$ cat config.mk
export PLATFORM = sky130hd
export DESIGN_NAME = bcd_date_time_to_epoch_seconds_unit
export DESIGN_NICKNAME = d
export VERILOG_FILES = /design/src/design/bcdep_pkg.sv /design/src/design/bcd_date_time_to_epoch_seconds_unit.sv
export SDC_FILE = /design/constraint.sdc
export NUM_CORES = 1
export LEC_CHECK = 0
export ABC_AREA = 0
export BUFFER_PORTS_ARGS = -buffer_cell sky130_fd_sc_hd__buf_2
export CAP_MARGIN = 5
export CORE_ASPECT_RATIO = 1.4
export CORE_MARGIN = 2
export CORE_UTILIZATION = 55
export CTS_BUF_LIST = sky130_fd_sc_hd__clkbuf_2 sky130_fd_sc_hd__clkbuf_4 sky130_fd_sc_hd__clkbuf_8
export DETAILED_ROUTE_END_ITERATION = 10
export PLACE_DENSITY = 0.83
export SETUP_SLACK_MARGIN = 0.2
export SYNTH_ARGS = -nofsm -noshare
export SYNTH_HDL_FRONTEND = slang
export SYNTH_SLANG_ARGS = --single-unit
$ cat constraint.sdc
create_clock -name clk -period 8.86 [get_ports clk]
set_clock_uncertainty 0.15 [all_clocks]
set_input_delay 1.772 -clock clk [delete_from_list [all_inputs] [get_ports clk]]
set_output_delay 1.772 -clock clk [all_outputs]
set_load 0.01 [all_outputs]
$ cat src/design/bcdep_pkg.sv
// Shared constants and helpers for the BCD calendar to epoch seconds converter.
`default_nettype none
package bcdep_pkg;

    localparam int unsigned EPOCH_YEAR   = 1970;
    localparam int unsigned LEAP_BASE    = (EPOCH_YEAR - 1) / 4;
    localparam int unsigned DAYS_PER_YR  = 365;
    localparam int unsigned SECS_PER_DAY = 86400;
    localparam int unsigned YEAR_W       = 15;
    localparam int unsigned PART_W       = 9;
    localparam int unsigned TMIN_W       = 14;
    localparam int unsigned DAYS_W       = 23;
    localparam int unsigned TOD_W        = 20;
    localparam int unsigned EPOCH_W      = 39;

    // Packed BCD byte to binary, nibbles taken at face value.
    function automatic logic [7:0] bcd_val(input logic [7:0] b);
        logic [7:0] hi;
        logic [7:0] lo;
        begin
            hi = {4'd0, b[7:4]};
            lo = {4'd0, b[3:0]};
            bcd_val = (hi << 3) + (hi << 1) + lo;
        end
    endfunction

    // Days in the months before the given one; months past December saturate.
    function automatic logic [8:0] days_before_month(input logic [7:0] mon);
        begin
            case (mon)
                8'd0:    days_before_month = 9'd0;
                8'd1:    days_before_month = 9'd0;
                8'd2:    days_before_month = 9'd31;
                8'd3:    days_before_month = 9'd59;
                8'd4:    days_before_month = 9'd90;
                8'd5:    days_before_month = 9'd120;
                8'd6:    days_before_month = 9'd151;
                8'd7:    days_before_month = 9'd181;
                8'd8:    days_before_month = 9'd212;
                8'd9:    days_before_month = 9'd243;
                8'd10:   days_before_month = 9'd273;
                8'd11:   days_before_month = 9'd304;
                default: days_before_month = 9'd334;
            endcase
        end
    endfunction

endpackage
`default_nettype wire

$ cat src/design/bcd_date_time_to_epoch_seconds_unit.sv
// Four-stage pipeline turning BCD time and date words into seconds since 1970.
`default_nettype none
// Takes one time/date word pair per cycle into four register stages (BCD decode
// and month lookup, prior-year days, day total with minute-to-second scaling,
// multiply by 86400), each taking a new word every cycle unless stalled. Stages
// collapse bubbles, so a stall at the output holds the words in place without
// loss. Leap years are plain multiples of four, the seconds digits are ignored
// and the day of month counts from one.
module bcd_date_time_to_epoch_seconds_unit (
    input  wire logic                           clk,
    input  wire logic                           rst_n,
    input  wire logic                           in_valid,
    output logic                                in_ready,
    input  wire logic [31:0]                    time_bcd,
    input  wire logic [31:0]                    date_bcd,
    output logic                                out_valid,
    input  wire logic                           out_ready,
    output logic [bcdep_pkg::EPOCH_W-1:0]       epoch_seconds
);
    import bcdep_pkg::*;

    logic                 v1_reg, v2_reg, v3_reg, v4_reg;
    logic                 rdy1, rdy2, rdy3, rdy4;

    logic [YEAR_W-1:0]    year1_reg;
    logic [PART_W-1:0]    part1_reg;
    logic [TMIN_W-1:0]    tmin1_reg;
    logic [DAYS_W-1:0]    prior2_reg;
    logic [PART_W-1:0]    part2_reg;
    logic [TMIN_W-1:0]    tmin2_reg;
    logic [DAYS_W-1:0]    days3_reg;
    logic [TOD_W-1:0]     tod3_reg;
    logic [EPOCH_W-1:0]   epoch4_reg;

    logic [YEAR_W-1:0]    year1_next;
    logic [PART_W-1:0]    part1_next;
    logic [TMIN_W-1:0]    tmin1_next;
    logic [DAYS_W-1:0]    prior2_next;
    logic [DAYS_W-1:0]    days3_next;
    logic [TOD_W-1:0]     tod3_next;
    logic [EPOCH_W-1:0]   epoch4_next;

    logic [7:0]           day_b, mon_b, yr_b, cen_b, min_b, hr_b;
    logic [YEAR_W-1:0]    yr_m1;
    logic [DAYS_W-1:0]    day_sum;
    logic [DAYS_W+16:0]   day_secs;

    assign rdy4     = !v4_reg || out_ready;
    assign rdy3     = !v3_reg || rdy4;
    assign rdy2     = !v2_reg || rdy3;
    assign rdy1     = !v1_reg || rdy2;
    assign in_ready = rdy1;

    // stage 1: decode, calendar year, days within the year, minutes of day
    always_comb
    begin
        day_b = bcd_val(date_bcd[7:0]);
        mon_b = bcd_val(date_bcd[15:8]);
        yr_b  = bcd_val(date_bcd[23:16]);
        cen_b = bcd_val(date_bcd[31:24]);
        min_b = bcd_val(time_bcd[15:8]);
        hr_b  = bcd_val(time_bcd[23:16]);
        year1_next = YEAR_W'(({7'd0, cen_b} << 6) + ({7'd0, cen_b} << 5)
                     + ({7'd0, cen_b} << 2) + {7'd0, yr_b});
        part1_next = {1'b0, day_b} + days_before_month(mon_b)
                     + {8'd0, (mon_b > 8'd2) && (yr_b[1:0] == 2'b00)};
        tmin1_next = TMIN_W'(({6'd0, hr_b} << 6) - ({6'd0, hr_b} << 2) + {6'd0, min_b});
    end

    // stage 2: days of the years since the epoch
    always_comb
    begin
        yr_m1 = year1_reg - YEAR_W'(1);
        if (year1_reg <= YEAR_W'(EPOCH_YEAR))
            prior2_next = '0;
        else
            prior2_next = DAYS_W'((year1_reg - YEAR_W'(EPOCH_YEAR)) * DAYS_W'(DAYS_PER_YR))
                          + DAYS_W'(yr_m1[YEAR_W-1:2]) - DAYS_W'(LEAP_BASE);
    end

    // stage 3: whole days, day of month counted from one, seconds of day
    always_comb
    begin
        day_sum    = prior2_reg + DAYS_W'(part2_reg);
        days3_next = (day_sum == '0) ? '0 : day_sum - DAYS_W'(1);
        tod3_next  = TOD_W'(({6'd0, tmin2_reg} << 6) - ({6'd0, tmin2_reg} << 2));
    end

    // stage 4: scale days to seconds and add the seconds of day
    always_comb
    begin
        day_secs    = {17'd0, days3_reg} * (DAYS_W+17)'(SECS_PER_DAY);
        epoch4_next = day_secs[EPOCH_W-1:0] + EPOCH_W'(tod3_reg);
    end

    always_ff @(posedge clk or negedge rst_n)
    begin
        if (!rst_n)
        begin
            v1_reg <= 1'b0;
            v2_reg <= 1'b0;
            v3_reg <= 1'b0;
            v4_reg <= 1'b0;
        end
        else
        begin
            if (rdy1)
                v1_reg <= in_valid;
            if (rdy2)
                v2_reg <= v1_reg;
            if (rdy3)
                v3_reg <= v2_reg;
            if (rdy4)
                v4_reg <= v3_reg;
        end
    end

    always_ff @(posedge clk)
    begin
        if (rdy1)
        begin
            year1_reg <= year1_next;
            part1_reg <= part1_next;
            tmin1_reg <= tmin1_next;
        end
        if (rdy2)
        begin
            prior2_reg <= prior2_next;
            part2_reg  <= part1_reg;
            tmin2_reg  <= tmin1_reg;
        end
        if (rdy3)
        begin
            days3_reg <= days3_next;
            tod3_reg  <= tod3_next;
        end
        if (rdy4)
            epoch4_reg <= epoch4_next;
    end

    assign out_valid     = v4_reg;
    assign epoch_seconds = epoch4_reg;

    a_accept_enters: assert property (@(posedge clk) disable iff (!rst_n)
        (in_valid && in_ready) |=> v1_reg)
        else $error("accepted word did not enter stage 1");

    a_empty_out_ready: assert property (@(posedge clk) disable iff (!rst_n)
        !v4_reg |-> in_ready)
        else $error("input stalled with output stage empty");

    a_stage2_hold: assert property (@(posedge clk) disable iff (!rst_n)
        (v2_reg && !rdy3) |=> (v2_reg && $stable(prior2_reg) && $stable(part2_reg)))
        else $error("stage 2 word changed while stalled");

    a_stage3_moves: assert property (@(posedge clk) disable iff (!rst_n)
        (v3_reg && rdy4) |=> v4_reg)
        else $error("stage 3 word lost on advance");

endmodule
`default_nettype wire
; ---- Word level (Yosys, flattened, before mapping)
; Memories as Yosys holds them, arrays and structs flattened.
; Index checks and enable logic that the tools add are counted.
[totals]
register_bits = 170
rom_bits = 144
out_inout_bits = 41
elab_cells = 58
mem_count = 1
[classes]
add_sub_neg = 27
mul = 2
order_cmp = 2
muxes = 1
n_reduce_logical = 12
[mem_list]
columns = memory, words, width, read_ports, rd_clocked_by_memory_dff, wr, line
row1 = (name not given), 16, 9, 1, 0, 0, bcdep_pkg.sv:30  ; case (mon)
[ops]
columns = operator, n
row1 = adder 7 x 5 -> 8 bit, 6
row2 = adder 8 x 4 -> 8 bit, 6
row3 = adder 39 x 20 -> 39 bit, 1
row4 = multiplier 23 x 10 -> 32 bit (second input constant), 1
row5 = adder 23 x 13 -> 23 bit, 1
row6 = adder 23 x 9 -> 23 bit, 1
row7 = logical NOT 23 bit, 1
row8 = multiplier 16 x 10 -> 23 bit (second input constant), 1
row9 = subtractor 23 x 1 -> 23 bit (second input constant), 1
row10 = subtractor 23 x 9 -> 23 bit (second input constant), 1
row11 = subtractor 20 x 16 -> 20 bit, 1
row12 = subtractor 15 x 11 -> 16 bit (second input constant), 1
row13 = adder 14 x 13 -> 15 bit, 1
row14 = adder 15 x 10 -> 15 bit, 1
row15 = adder 15 x 8 -> 15 bit, 1
row16 = <= comparator 15 x 11 -> 1 bit (second input constant), 1
row17 = subtractor 15 x 1 -> 15 bit (second input constant), 1
row18 = adder 14 x 8 -> 14 bit, 1
row19 = subtractor 14 x 10 -> 14 bit, 1
row20 = adder 8 x 9 -> 9 bit, 1
row21 = adder 9 x 1 -> 9 bit, 1
row22 = 2-to-1 mux 9 bit, 1
row23 = greater-than comparator 8 x 2 -> 1 bit (second input constant), 1
row24 = logical NOT 1 bit, 4
row25 = 4 further kinds, 7

; ---- Logic depth before layout (Yosys ltp)
[logic_depth]
word_depth = 6
depth_mapped = 27

; ---- Worst setup path before layout
; Ideal clock, no wire load.
[synth_timing]
kind = register to register
start = register year1_reg[1]
end = register prior2_reg[22] (data pin)
arrival_ns = 6.189
setup_slack_ns = 2.255
path_stages_with_launch = 26
cell_sequence = edfxtp_1 inv_1 ha_1 nand2b_1 a31oi_1 nor2_1 xnor2_1 inv_1 ha_1 inv_1 fa_1 fa_1 fa_1 inv_1 fa_1 inv_1 ha_1 nor2b_1 o21a_1 o21ai_0 o311ai_1 a41o_1 o41a_1 a31oi_1 xnor2_1 nor2_1
[synth_between]
elab_chain_len = 4
elab_cells_between_ends = 6
cone_classes = add/sub (4) / mul (1) / order compare (1)
[synth_lines]
columns = element, line
row1 = start: declaration, bcd_date_time_to_epoch_seconds_unit.sv:25  ; logic [YEAR_W-1:0] year1_reg;
row2 = start signal: assignment, bcd_date_time_to_epoch_seconds_unit.sv:122  ; year1_reg <= year1_next;
row3 = subtractor 15 x 11 -> 16 bit, bcd_date_time_to_epoch_seconds_unit.sv:77  ; prior2_next = DAYS_W'((year1_reg - YEAR_W'(EPOCH_YEAR)) * DAYS_W'(DAYS_PER_YR))
row4 = multiplier 16 x 10 -> 23 bit, bcd_date_time_to_epoch_seconds_unit.sv:77
row5 = adder 23 x 13 -> 23 bit, bcd_date_time_to_epoch_seconds_unit.sv:78  ; + DAYS_W'(yr_m1[YEAR_W-1:2]) - DAYS_W'(LEAP_BASE);
row6 = subtractor 23 x 9 -> 23 bit, bcd_date_time_to_epoch_seconds_unit.sv:78
row7 = end signal: assignment, bcd_date_time_to_epoch_seconds_unit.sv:128  ; prior2_reg <= prior2_next;
row8 = end: declaration, bcd_date_time_to_epoch_seconds_unit.sv:28  ; logic [DAYS_W-1:0] prior2_reg;
; Parallel ways exist; a longest one is shown, timed or not.
; A chain may end at the register's enable or synchronous reset.

; ---- Final worst setup path
; Ends and elaborated chain as after synthesis.

==> results by group <==
Clock network
  – Max H-tree Level: 4
  – Post-CTS Setup Inserts: 0
  – CTS root buf: clkbuf_8
  – Post-cts sizing count: 0
  – Hold_buf cts: 0
  – Clock latency on the worst-skew pair: just under 0.5 ns
  – Clk slew on worst S/H paths: around 0.11 ns
  – CTS max path bufs: 2
  – CTS buffer count: 17
  – Sink Count: ~170
  – Clock tree from TritonCTS: built

Placement
  – Placer congestion estimate: between 0.9 and 1
  – HPWL Detailed: 31300 µm
  – # port buffers: 90

Worst setup path
  – Reg2reg path depth: 25
  – Worst r2r dst: prior2_reg[22]
  – Crit path arrival time: about 7.5 ns
  – R2r setup slk: 1.44 ns
  – Crit path launch: year1_reg[1]
  – Startpoint types: flip-flop
  – Reg2reg start: year1_reg[1]
  – Critical Path Sink Type: flip-flop
  – CP Capture Point: prior2_reg[22]
  – Crit-path max FO: 7
  – Crit Path Category: flip-flop to flip-flop
  – Worst EP required: 8.94 ns

STA
  – Max_slew headroom: 27.3%
  – RSZ-0062 raised after global routing: false
  – Fin crit share: 83.8%
  – Tightest Pin Transition: about 1.1 ns
  – Final setup fails: 0
  – Final hold viol count: 0
  – Slew Limit Fails: 0
  – Min Tclk post-route: 7.42 ns
  – TNS Setup: 0 ns
  – Fmax: about 0.13 GHz

Synth
  – Post-synth EDFFs: 162
  – Area share of the largest cell type after synthesis: about a quarter
  – Post-synth top area cell: edfxtp_1
  – Register area share after synthesis: between 20% and 30%
  – Avg Synthesized Cell Area: 9.98 µm²
  – Gate Count Post-Synth: between 2000 and 2500
  – Distinct cells, synth: 87
  – Synth top area cells: edfxtp_1 (24%), ha_1 (21%), fa_1 (16%), inv_1 (7.1%), xnor2_1 (5.3%)
  – Prevailing post-synth register cell: edfxtp_1
  – Ys Warns: 0
  – Post-synth ARST share: 2.41%
  – Synth Register Bits: approximately 170
  – Synth Cell Area: about 0.020 mm²

Route
  – DR iter-0 viols: 651
  – DRC: 0
  – Final wirelength: roughly 37000 µm
  – DR vias/cell: approximately 5.5
  – Routed Antenna Nets: 0
  – Initial DRT Pass Iterations: 6
  – Wire per inst: 14.5 µm
  – Via count: roughly 14000

Cells and area
  – N_diodes: 0
  – Max reg flops: 37
  – Area delta synth->final: 6.65%
  – Area occupied by multi-input gates: approximately 0.013 mm²
  – FF/Latch Area: a little under 0.005 mm²
  – Share of post-route cells with drive strength above 1: under 10%
  – Final net count: between 2000 and 3000
  – Commonest non-fill, non-tap cells in the layout: inv_1 (378), ha_1 (328), edfxtp_1 (162)
  – Commonest non-fill, non-tap cell in the layout: inv_1
  – Fillers: around 2800

Hold path
  – WHS Path Cells: 0
  – Worst hold path type: flip-flop to flip-flop

Global routing
  – Number of global-route vias before repair: between 10000 and 15000
  – First-pass GRT wire length: between 60000 and 70000 µm
  – Largest net degree at the start of global routing: 48
  – Antenna violations before repair: 0
  – Grt ovf: 0
  – GRT Util Overall: a little over 20%

Floorplan
  – Die area: between 0.03 and 0.04 mm²
  – Core Rows: roughly 80
  – Core box area: around 0.036 mm²
  – Initial Util: a little under three fifths
  – IO Count: between 100 and 150
  – Die width: 165 µm
  – Die height: 230 µm

Run
  – MaxCap Viol Count: 0

Run status
  – Result of the run: finished clean
-- worst min-delay path by stage --
stage               slack, ns               end          start
finish                   0.26      tmin2_reg[7]   tmin1_reg[7]
global route             0.28      tmin2_reg[5]   tmin1_reg[5]
CTS                      0.27      tmin2_reg[7]   tmin1_reg[7]
detailed placement       0.25     tmin2_reg[10]  tmin1_reg[10]
global placement         0.25      tmin2_reg[3]   tmin1_reg[3]
floorplan                0.25  epoch_seconds[2]    tod3_reg[2]
-- worst max-delay path: stages, from the launching register on --
cell      delay [ns]
edfxtp_1        0.55
inv_1           0.20
ha_1            0.34
nand2b_1        0.15
a31oi_1         0.35
nor2_1          0.11
xnor2_1         0.48
ha_1            0.38
fa_1            0.56
inv_1           0.05
fa_1            0.46
fa_1            0.54
inv_1           0.05
fa_1            0.53
inv_1           0.04
ha_1            0.35
a21oi_1         0.18
nor2b_1         0.09
o21a_1          0.18
o21ai_0         0.16
o311ai_1        0.16
a41o_1          0.32
o41a_1          0.35
a31oi_1         0.21
xnor2_1         0.14
nor2_1          0.06
-- per-layer routing --
layer	track usage, %	up-vias	share of wire (%)
met5	0	-	0
met4	7.93	0	3.0
met3	2.43	92	2.5
met2	40.3	280	56
met1	21.7	6768	39
li1	-	6951	-
-- cells in the mapped netlist, types with 4 or more instances --
cell / count
nand3_1: 25
a21o_1: 37
xor2_1: 60
dfrtp_1: 4
nor2b_1: 27
a211oi_1: 9
a211o_1: 8
o21a_1: 14
o21bai_1: 17
and3_1: 11
a21oi_1: 88
nand2b_1: 26
ha_1: 328
mux2i_1: 7
a311oi_1: 4
a31oi_1: 10
or3_1: 19
o21ai_0: 67
nor2_1: 111
clkbuf_1: 20
o31a_1: 4
nand2_1: 76
a2111oi_0: 4
or4_1: 4
o211ai_1: 11
a211oi_2: 5
nand3b_1: 4
buf_2: 8
o31ai_1: 7
nor3b_1: 5
and2_1: 16
inv_1: 378
or2_2: 8
xnor2_1: 122
edfxtp_1: 162
nor4_1: 5
fa_1: 157
nand4_1: 9
a21boi_0: 4
nor3_1: 48
-- layout make-up --
cell class | instances | share of cell area, %
Tap cell | 462 | 2.71
Inverter | 378 | 6.66
Timing Repair Buffer | 95 | 2.29
Clock inverter | 15 | 0.757
Multi-Input combinational cell | 1427 | 63.2
Clock buffer | 17 | 1.10
Sequential cell | 166 | 23.3
-- through the flow --
stage / hold WS, ns / utilization [%] / cell area [µm²] / cells / setup WS, ns
2_1_floorplan: 0.250 / - / 20000 / 2004 / 2.25
3_3_place_gp: 0.253 / 58.4 / 20900 / 2528 / 1.62
3_5_place_dp: 0.255 / 58.4 / 20900 / 2528 / 1.47
4_1_cts: 0.265 / 59.5 / 21300 / 2560 / 1.41
5_1_grt: 0.279 / 59.5 / 21300 / 2560 / 1.04
6_report: 0.264 / 59.5 / 21300 / 2560 / 1.44
-- kinds of logic (layout without fill, tap and decap cells) --
logic type	after synthesis	after routing	synth area share (%)
compound gates	331	331	11.4
buf+inv	411	505	7.83
flops	166	166	24.8
mux	11	11	0.632
fa+ha+maj	485	485	36.3
xor+xnor	182	182	7.98
simple gates	416	416	11.1
other cells	1	2	0.0188
Power is not shown: default switching activity piles up to over one toggle a cycle in this logic, so the estimate is an artifact.
